===== config.mk =====
export PLATFORM = sky130hd
export DESIGN_NAME = ssq_front
export DESIGN_NICKNAME = d
export VERILOG_FILES = /design/src/sv/ssq_pkg.sv /design/src/sv/ssq_front.sv
export SDC_FILE = /design/constraint.sdc
export NUM_CORES = 1
export LEC_CHECK = 0
export CORE_AREA = 2 2 183 185
export DETAILED_ROUTE_END_ITERATION = 10
export DIE_AREA = 0 0 185 187
export DONT_BUFFER_PORTS = 1
export GPL_TIMING_DRIVEN = 0
export PLACE_DENSITY = 0.3
export REMOVE_ABC_BUFFERS = 1
export SYNTH_ARGS = -nofsm -noshare
export SYNTH_HDL_FRONTEND = slang
export SYNTH_SLANG_ARGS = --single-unit

===== constraint.sdc =====
create_clock -name vclk -period 1.2
set_input_delay 0.06 -clock vclk [all_inputs]
set_output_delay 0.06 -clock vclk [all_outputs]
set_load 0.01 [all_outputs]

===== src/sv/ssq_pkg.sv =====
// Shared types and constants of the synthetic spread quote block.
// No dependencies; every other file refers to it by scoped names.
package ssq_pkg;

   localparam int PRICE_W    = 48;
   localparam int WEIGHT_W   = 24;
   localparam int QTY_W      = 32;
   localparam int SUM_W      = 64;
   localparam int LANE_W     = 24;
   localparam int REQ_DATA_W = 232;
   localparam int REQ_USER_W = 2;
   localparam int RSP_DATA_W = 256;
   localparam int RSP_USER_W = 2;

   typedef logic signed [PRICE_W-1:0]  price_type;
   typedef logic signed [WEIGHT_W-1:0] weight_type;
   typedef logic [QTY_W-1:0]           qty_type;
   typedef logic [SUM_W-1:0]           sum_type;

   // One book level of a leg, already routed to the synthetic side it feeds.
   typedef struct packed {
      logic      present;
      price_type price;
      qty_type   qty;
   } level_type;

   // Classified leg as it sits in the queue.
   typedef struct packed {
      price_type  price;
      weight_type weight;
      level_type  bid;
      level_type  ask;
      logic       final_leg;
   } leg_type;

   // Size and control that ride along the multiply stages.
   typedef struct packed {
      logic    bid_present;
      qty_type bid_qty;
      logic    ask_present;
      qty_type ask_qty;
      logic    final_leg;
   } leg_meta_type;

endpackage


===== src/sv/ssq_front.sv =====
// Front end: unpacks a leg beat and routes its bid and ask levels to the
// synthetic sides by the sign of the weight. Depends on ssq_pkg.
module ssq_front (
   input  logic                            req_tvalid,
   output logic                            req_tready,
   // leg_price, leg_weight, bid_price, bid_qty, ask_price, ask_qty
   input  logic [ssq_pkg::REQ_DATA_W-1:0]  req_tdata,
   // bid_present, ask_present
   input  logic [ssq_pkg::REQ_USER_W-1:0]  req_tuser,
   input  logic                            req_tlast,
   output logic                            push_valid,
   input  logic                            push_ready,
   output ssq_pkg::leg_type                push_data
);

   ssq_pkg::level_type bid_level;
   ssq_pkg::level_type ask_level;
   ssq_pkg::weight_type weight;
   logic                positive;

   assign weight = req_tdata[71:48];

   assign bid_level.present = req_tuser[0];
   assign bid_level.price   = req_tdata[119:72];
   assign bid_level.qty     = req_tdata[151:120];
   assign ask_level.present = req_tuser[1];
   assign ask_level.price   = req_tdata[199:152];
   assign ask_level.qty     = req_tdata[231:200];

   // zero weight counts as negative: sides swap
   assign positive = !weight[ssq_pkg::WEIGHT_W-1] && (weight != '0);

   always_comb begin
      push_data.price     = req_tdata[47:0];
      push_data.weight    = weight;
      push_data.bid       = positive ? bid_level : ask_level;
      push_data.ask       = positive ? ask_level : bid_level;
      push_data.final_leg = req_tlast;
   end

   assign push_valid = req_tvalid;
   assign req_tready = push_ready;

endmodule


==> metrics.md <==
| Metric | Value |
|---|---|
| Failing checks | negative setup slack |
| Core area | roughly 0.033 mm^2 |
| CLK BUF | 0 |
| Crit-path cells | nor4_4, and4_4, a31oi_4, clkbuf_16, buf_16, buf_16, clkbuf_16, mux2_4 |
| Max VDD drop | between 0.08 and 0.09 mV |
| Seq_cells | 0 |
| Worst EP arrival | about 1.7 ns |
| Setup WS pre-CTS | -1.09 ns |
| Number of max-cap violations | 0 |
| P_int | roughly 0.67 mW |
| RSZ-0062 raised after global routing | yes |
| Max-slew headroom | 67.5% |
| YS warnings | 0 |
| Post-Syn Area | about 0.0026 mm^2 |
| # port buffers | 0 |
| Status | finished, violations left |
| Commonest non-fill, non-tap cell in the layout | mux2_2 |
| Final non-filler cell total | 658 |
| # hold bufs at CTS | 0 |
| Final Hold Fails | 0 |
| Clk pwr share | 0% |
| Final Worst Setup Slack | -0.577 ns |
| Area Growth Syn to Fin | 28.1% |
| Global-route wire length before repair | around 22000 um |
| DIE AREA | roughly 0.035 mm^2 |
| Initial Utilization | under 10% |
| Filler instances | 3796 |
| Final setup viols | 162 |
| Global Route Usage Sum | a little under a tenth |
| Die Wd | about 190 um |
| Die height | 187 um |
| Critical path launch point type | primary input |
| Cell Rows | 67 |
| TNS Setup | -75.33 ns |
| Register share of total power | 0% |
| PD cells | 385 mW/mm^2 |
| Fin crit share | 148% |
| Hpwl dp | 15500 um |
| Largest stage delay, worst path | 0.32 ns |
| Fin. max-slew vios | 0 |
| Total congestion overflow | 0 |
| Detailed Route WL | approximately 19000 um |
| Post-DRT Antenna Nets | 0 |
| # IOs | around 470 |
| DRC viols | 0 |
| Starting DRC count in detailed routing | 155 |
| Mean area per synthesized cell | 9.86 um^2 |
| P_sw | 0.597 mW |
| Combinational fraction of design power | 100.0% |
| Pleak | 1.09 nW |
| Slew @ Worst Pin | around 0.48 ns |
| Initial antenna violation count | 8 |
| Vias per cell | ~3.3 |
| Crit end category | output port |
| Max Freq | 563 MHz |
| Data required, critical path | 1.14 ns |
| Layout cell share with drive strength beyond 1 | a little over nine tenths |
| Hold WC Path Type | in2out |
| Sequential cell area | 0 um^2 |
| # nets final | 445 |
| Routed len/inst | between 20 and 30 um |
| Placed Instances | ~620 |
| Final Wtd Congestion | 0.918 |
| Sw frac | about 47% |
| Synth Instances | around 260 |
| Most frequent cells in the layout | mux2_2, mux2_4, clkbuf_16, buf_6, buf_16 |
| Worst path slowest cell | mux2_4 |
| Setup Crit Path Kind | in2out |
| Seq/Total Area, Yosys | 0% |
| Largest net degree at the start of global routing | 19 |
| Via count | around 2200 |
| Power, Total | between 1 and 1.5 mW |
| Min Clock Period, post-route | 1.78 ns |
| Total iterations of the first detailed-routing run | 4 |
| Cell variety after synth | 9 |
| Critical path fanouts, max | 6 |
| Vias in the first global route | 1943 |
## final timing paths
check | startpoint | endpoint | slack [ns] | cells past startpoint
setup / recovery | req_tdata[60] | push_data[141] | -0.58 | 8
hold / removal | req_tdata[0] | push_data[187] | 0.12 | 0
## what timing repair did
item / in CTS / in global routing
buffers inserted: 9 / 7
endpoints found under the setup margin: 162 / 162
cloned: 7 / 9
resized for setup: 102 / 35
pin swaps: 2 / 2
## final cells by class
class | count | area [um^2] | area share [%]
tap | 448 | 561 | 17.0
timing repair buffer | 36 | 734 | 22.2
antenna | 4 | 10.0 | 0.303
multi-input combinational | 170 | 2000 | 60.5
## metrics by stage
step / hold WS (ns) / cell area [um^2] / util (%)
finish: 0.120 / 3310 / 10.1
floorplan: 0.120 / 1880 / -
CTS: 0.120 / 2930 / 8.91
global placement: 0.120 / 2440 / 7.43
detailed placement: 0.120 / 2560 / 7.79
global route: 0.120 / 3300 / 10.0
## power groups by stage
stage / registers [mW] / logic, mW / clock network [mW]
after floorplan: 0 / 0.813 / 0
after global placement: 0 / 0.946 / 0
after detailed placement: 0 / 0.910 / 0
after CTS: 0 / 1.14 / 0
after global routing: 0 / 1.32 / 0.000000230
final: 0 / 1.27 / 0.000000460
## per-layer routing
| metal | GRT usage, % | vias to the layer above | part of all wire [%] |
|---|---|---|---|
| met2 | 11.8 | 278 | 38 |
| met3 | 13.7 | 22 | 27 |
| met5 | 5.71 | - | 1.7 |
| met4 | 0.153 | 14 | 0.16 |
| li1 | - | 780 | - |
| met1 | 8.93 | 1078 | 32 |
## synth_stat cells
cell,instances,area [um^2]
and4_1,1,8.76
mux2_2,82,923
mux2_1,80,901
buf_4,76,571
a31oi_2,1,12.5
nor4_1,5,31.3
nor3_1,1,5.00
buf_2,8,40.0
buf_6,8,90.1
## worst max-delay path, delay by kind of cell
family | cells | cell delay, ns
buffers and inverters | 4 | 0.65
multiplexers | 1 | 0.32
AND/OR/NAND/NOR | 2 | 0.55
AO/OA/AOI/OAI | 1 | 0.11
## cell families after synthesis
kind of cell           synth area share, %
multiplexers                          70.6
buffers and inverters                 27.1
AO/OA/AOI/OAI                        0.484
AND/OR/NAND/NOR                       1.74
No activity file was read; power rests on OpenSTA's default activity.
