## src/sv/ssq_pkg.sv

```systemverilog
// Shared types and constants of the synthetic spread quote block.
// No dependencies; every other file refers to it by scoped names.
package ssq_pkg;

   localparam int PRICE_W    = 48;
   localparam int WEIGHT_W   = 24;
   localparam int QTY_W      = 32;
   localparam int SUM_W      = 64;
   localparam int LANE_W     = 24;
   localparam int REQ_DATA_W = 232;
   localparam int REQ_USER_W = 2;
   localparam int RSP_DATA_W = 256;
   localparam int RSP_USER_W = 2;

   typedef logic signed [PRICE_W-1:0]  price_type;
   typedef logic signed [WEIGHT_W-1:0] weight_type;
   typedef logic [QTY_W-1:0]           qty_type;
   typedef logic [SUM_W-1:0]           sum_type;

   // One book level of a leg, already routed to the synthetic side it feeds.
   typedef struct packed {
      logic      present;
      price_type price;
      qty_type   qty;
   } level_type;

   // Classified leg as it sits in the queue.
   typedef struct packed {
      price_type  price;
      weight_type weight;
      level_type  bid;
      level_type  ask;
      logic       final_leg;
   } leg_type;

   // Size and control that ride along the multiply stages.
   typedef struct packed {
      logic    bid_present;
      qty_type bid_qty;
      logic    ask_present;
      qty_type ask_qty;
      logic    final_leg;
   } leg_meta_type;

endpackage

```

## src/sv/ssq_queue.sv

```systemverilog
// Short FIFO of classified legs between front and back ends.
// Depends on ssq_pkg for the entry type.
module ssq_queue #(
   parameter int DEPTH = 4
) (
   input  logic             clock,
   input  logic             reset,
   input  logic             push_valid,
   output logic             push_ready,
   input  ssq_pkg::leg_type push_data,
   output logic             pop_valid,
   input  logic             pop_ready,
   output ssq_pkg::leg_type pop_data
);

   localparam int PTR_W = (DEPTH > 1) ? $clog2(DEPTH) : 1;
   localparam int CNT_W = $clog2(DEPTH + 1);

   ssq_pkg::leg_type entries_ff [DEPTH];
   logic [PTR_W-1:0] wr_ptr_ff, wr_ptr_in;
   logic [PTR_W-1:0] rd_ptr_ff, rd_ptr_in;
   logic [CNT_W-1:0] count_ff, count_in;
   logic             push, pop;

   assign push_ready = count_ff != CNT_W'(DEPTH);
   assign pop_valid  = count_ff != '0;
   assign push       = push_valid && push_ready;
   assign pop        = pop_valid && pop_ready;
   assign pop_data   = entries_ff[rd_ptr_ff];

   always_comb begin
      wr_ptr_in = wr_ptr_ff;
      rd_ptr_in = rd_ptr_ff;
      count_in  = count_ff;
      if (push) begin
         wr_ptr_in = (wr_ptr_ff == PTR_W'(DEPTH - 1)) ? '0 : wr_ptr_ff + 1'b1;
      end
      if (pop) begin
         rd_ptr_in = (rd_ptr_ff == PTR_W'(DEPTH - 1)) ? '0 : rd_ptr_ff + 1'b1;
      end
      if (push && !pop) begin
         count_in = count_ff + 1'b1;
      end else if (pop && !push) begin
         count_in = count_ff - 1'b1;
      end
   end

   always_ff @(posedge clock) begin
      if (reset) begin
         wr_ptr_ff <= '0;
         rd_ptr_ff <= '0;
         count_ff  <= '0;
      end else begin
         wr_ptr_ff <= wr_ptr_in;
         rd_ptr_ff <= rd_ptr_in;
         count_ff  <= count_in;
      end
   end

   always_ff @(posedge clock) begin
      if (push) begin
         entries_ff[wr_ptr_ff] <= push_data;
      end
   end

   a_count_bound: assert property (@(posedge clock) disable iff (reset)
      count_ff <= CNT_W'(DEPTH))
      else $error("queue fill count beyond depth");

   a_ptr_match: assert property (@(posedge clock) disable iff (reset)
      (wr_ptr_ff == rd_ptr_ff) |-> (count_ff == '0 || count_ff == CNT_W'(DEPTH)))
      else $error("queue pointers disagree with fill count");

   a_count_step: assert property (@(posedge clock) disable iff (reset)
      (pop && !push) |=> (count_ff == $past(count_ff) - 1'b1))
      else $error("queue count did not drop on pop");

endmodule

```

## config.mk

```make
export PLATFORM = sky130hd
export DESIGN_NAME = ssq_queue
export DESIGN_NICKNAME = d
export VERILOG_FILES = /design/src/sv/ssq_pkg.sv /design/src/sv/ssq_queue.sv
export SDC_FILE = /design/constraint.sdc
export NUM_CORES = 1
export LEC_CHECK = 0
export BUFFER_PORTS_ARGS = -buffer_cell sky130_fd_sc_hd__buf_2
export CAP_MARGIN = 15
export CORE_MARGIN = 2
export CORE_UTILIZATION = 50
export CTS_CLUSTER_SIZE = 30
export DETAILED_ROUTE_END_ITERATION = 8
export PLACE_DENSITY = 0.71
export SLEW_MARGIN = 20
export SYNTH_ARGS = -nofsm -noshare
export SYNTH_HDL_FRONTEND = slang
export SYNTH_SLANG_ARGS = --single-unit
export TNS_END_PERCENT = 10
```

## constraint.sdc

```tcl
create_clock -name clock -period 19.4 [get_ports clock]
set_input_delay 0.97 -clock clock [delete_from_list [all_inputs] [get_ports clock]]
set_output_delay 0.97 -clock clock [all_outputs]
set_load 0.03 [all_outputs]
```

==> results_dict.tcl <==
set metrics [dict create \
    antenna_found_initial 29 \
    clk_latency_ps 640 \
    numPlacedInstances 2600 \
    syn_nets 1521 \
    grt_pass1_wl_um 102000 \
    ctsResizeCount 0 \
    root_buffer "clkbuf_16" \
    io_buffer_count 475 \
    synth_compound_area_share_pct 0.0874 \
    place.gp.congestion 0.805 \
    place_area_um2 37700 \
    wire_per_inst_um 24.8 \
    pwr-share-comb_pct 22.8 \
    period_share_pct 25.5 \
    leakage_nw 13.6 \
    num-nets-final 2061 \
    netlist_top_cells_count "edfxtp_1, mux4_2, buf_2, buf_6, clkbuf_1" \
    syn_area_per_cell_um2 26.9 \
    drc_errors 0 \
    fin_util_pct 59.8 \
    routed_wl_um 69000 \
    worstSetupPathType "flip-flop to output port" \
    dieArea_um2 70800 \
    power_switching_share_pct 29.2 \
    postCtsSetupBuffers 0 \
    multi_input_area_um2 5580 \
    worstSetupEndpointType "output port" \
    syn_area_um2 34300 \
    synth_top_family_by_area "multiplexers" \
    synthFlopType "edfxtp_1" \
    regArea_um2 28400 \
    fp.coreArea_um2 68300 \
    min_path_cells 2 \
    power_frac_clock_pct 32.4 \
    clk_pin_slew_ps 60 \
    overflow 0 \
    holdWs_ps 506 \
    cts_max_path_buffers 3 \
    grt_max_degree 119 \
    ys_seq_elements 949 \
    power_density_nw_per_um2 139 \
    rr_worst_depth 4 \
    start_kind "flip-flop" \
    via_count 15584 \
    cts-hold-fix-buffers 0 \
    outcome "complete, no violations" \
    dr.pass1.iters 5 \
    fin_skew_ps 28.3 \
    die_height_um 266 \
    dieWidth_um 266 \
    synth.distinct_cells 23 \
    vias_per_cell 5.60 \
    drtIter0Drc 1153 \
    drive_gt1_share_pct 46.8 \
    finalSetupViolations 0 \
    cts_sinks 949 \
    drv_slew 0 \
    instances_no_fill 2782 \
    synth_area_leaders "edfxtp_1, mux4_2, buf_6" \
    synthSimpleGateAreaFrac_pct 0.288 \
    tightest_slew_ps 1050 \
    final_area_um2 40900 \
    cts_buffers 94 \
    tns_ps 0 \
    fmax_mhz 202 \
    min_path_type "flip-flop to flip-flop" \
    area_growth_syn_to_layout_pct 19.0 \
    fillerInstances 4715 \
    start_util_pct 50.3 \
    max-vdd-ir-drop_mv 0.104 \
    yosys.area_share.xor_xnor_pct 0.0510 \
    htree_levels 3 \
    synthCells 1275 \
    synth_largest_area_cell "edfxtp_1" \
    grt_usage_pct 19.4 \
    power_frac_seq_pct 44.9 \
    post-route-min-period_ps 4940 \
    muxShareOfSynthArea_pct 15.5 \
    power.switching_mw 1.66 \
    dpl.hpwl_um 42900 \
    cp.required_ps 18430 \
    cp_max_fo 70 \
    num_rows 96 \
    setup_slack_ps 14460 \
    hold_viol 0 \
    synth_edf_count 940 \
    cts_tree "done" \
    synthArstFlopShare_pct 0 \
    ys_seq_area_share_pct 82.7 \
    relSlewSlack_pct 30.1 \
    p_int_mw 4.02 \
    synth_most_common_cell "edfxtp_1" \
    arrival_ps 3970 \
    pin_count 476 \
    synthAdderAreaFrac_pct 0.277 \
    grt_setup_unrepaired "no" \
    power_mw 5.68 \
    first_global_vias 16226 \
    final_antenna_net_count 0 \
    maxCapViolCount 0 \
    yosysWarnings 0 \
    post-place-ws_ps 14940 \
    synth_top_area_share_pct 82.2 \
]
-- flip-flops by register name (all words and copies together), names as in the netlist, named ones only --
| name | count |
|---|---|
| rd_ptr_ff | 2 |
| count_ff | 3 |
| wr_ptr_ff | 2 |
| entries_ff | 940 |
-- layout by cell type (no fill, tap or decap) --
cell,n
clkbuf_1,14
clkinv_1,12
dfxtp_4,2
clkinv_2,22
buf_16,1
nor3_1,1
buf_12,1
inv_16,2
diode_2,10
and2_4,1
nand2_1,1
clkinv_4,2
clkinv_16,1
ha_1,6
or3_1,3
dfxtp_1,7
mux4_2,235
xor2_1,2
inv_1,3
clkinvlp_4,6
nor2_1,3
inv_6,2
or3b_1,1
fa_1,1
clkinv_8,2
mux2i_1,3
bufinv_16,14
a21oi_1,2
clkbuf_16,94
nand2b_1,2
o21ai_0,1
nand3_1,1
buf_4,21
o31ai_1,2
buf_2,475
edfxtp_1,940
and3_4,4
-- cell families after synthesis --
family | Yosys count
AOI/OAI and AO/OA | 5
xor gates and xnor gates | 2
adders and majority gates | 7
buffers and inverters | 57
DFF | 949
muxes | 238
and+or+nand+nor | 17
-- cell type report --
cell class	count	area share, %
flip-flops and latches	949	69.5
clock inverters	63	1.85
inverters	3	0.0275
multi-input cells	269	13.7
diodes	10	0.0612
repair buffers	498	6.32
clock buffers	108	5.88
well taps	882	2.70
-- worst max-delay path, cell delays in order (launching register included) --
cell     delay [ps]
dfxtp_4         830
buf_4           880
buf_4           870
mux4_2          440
buf_2           200
-- metal layers --
metal  part of all wire, %  vias to the layer above  GRT usage, %
li1                      -                     6669             -
met4                   2.2                       40          6.04
met5                  0.36                        -             0
met2                    50                      531          31.7
met1                    37                     8210          24.0
met3                   9.8                      134          7.81
-- power by group through the flow --
stage / logic (mW) / registers, mW / clock network [mW]
after detailed placement: 1.31 / 2.59 / 0
after global placement: 1.29 / 2.58 / 0
after floorplan: 0.950 / 2.61 / 0
final: 1.29 / 2.55 / 1.84
after global routing: 1.37 / 2.57 / 1.96
after CTS: 1.31 / 2.55 / 1.88
-- path summary, 6_finish.rpt --
| path | startpoint | endpoint | slack [ps] |
|---|---|---|---|
| hold reg to reg | rd_ptr_ff[0] | flip-flop | 510 |
| setup reg to reg | count_ff[0] | entries_ff[0][140] | 15690 |
| setup / recovery | flip-flop | pop_data[199] | 14460 |
| hold / removal | rd_ptr_ff[0] | flip-flop | 510 |
(Power assumes the default switching activity.)
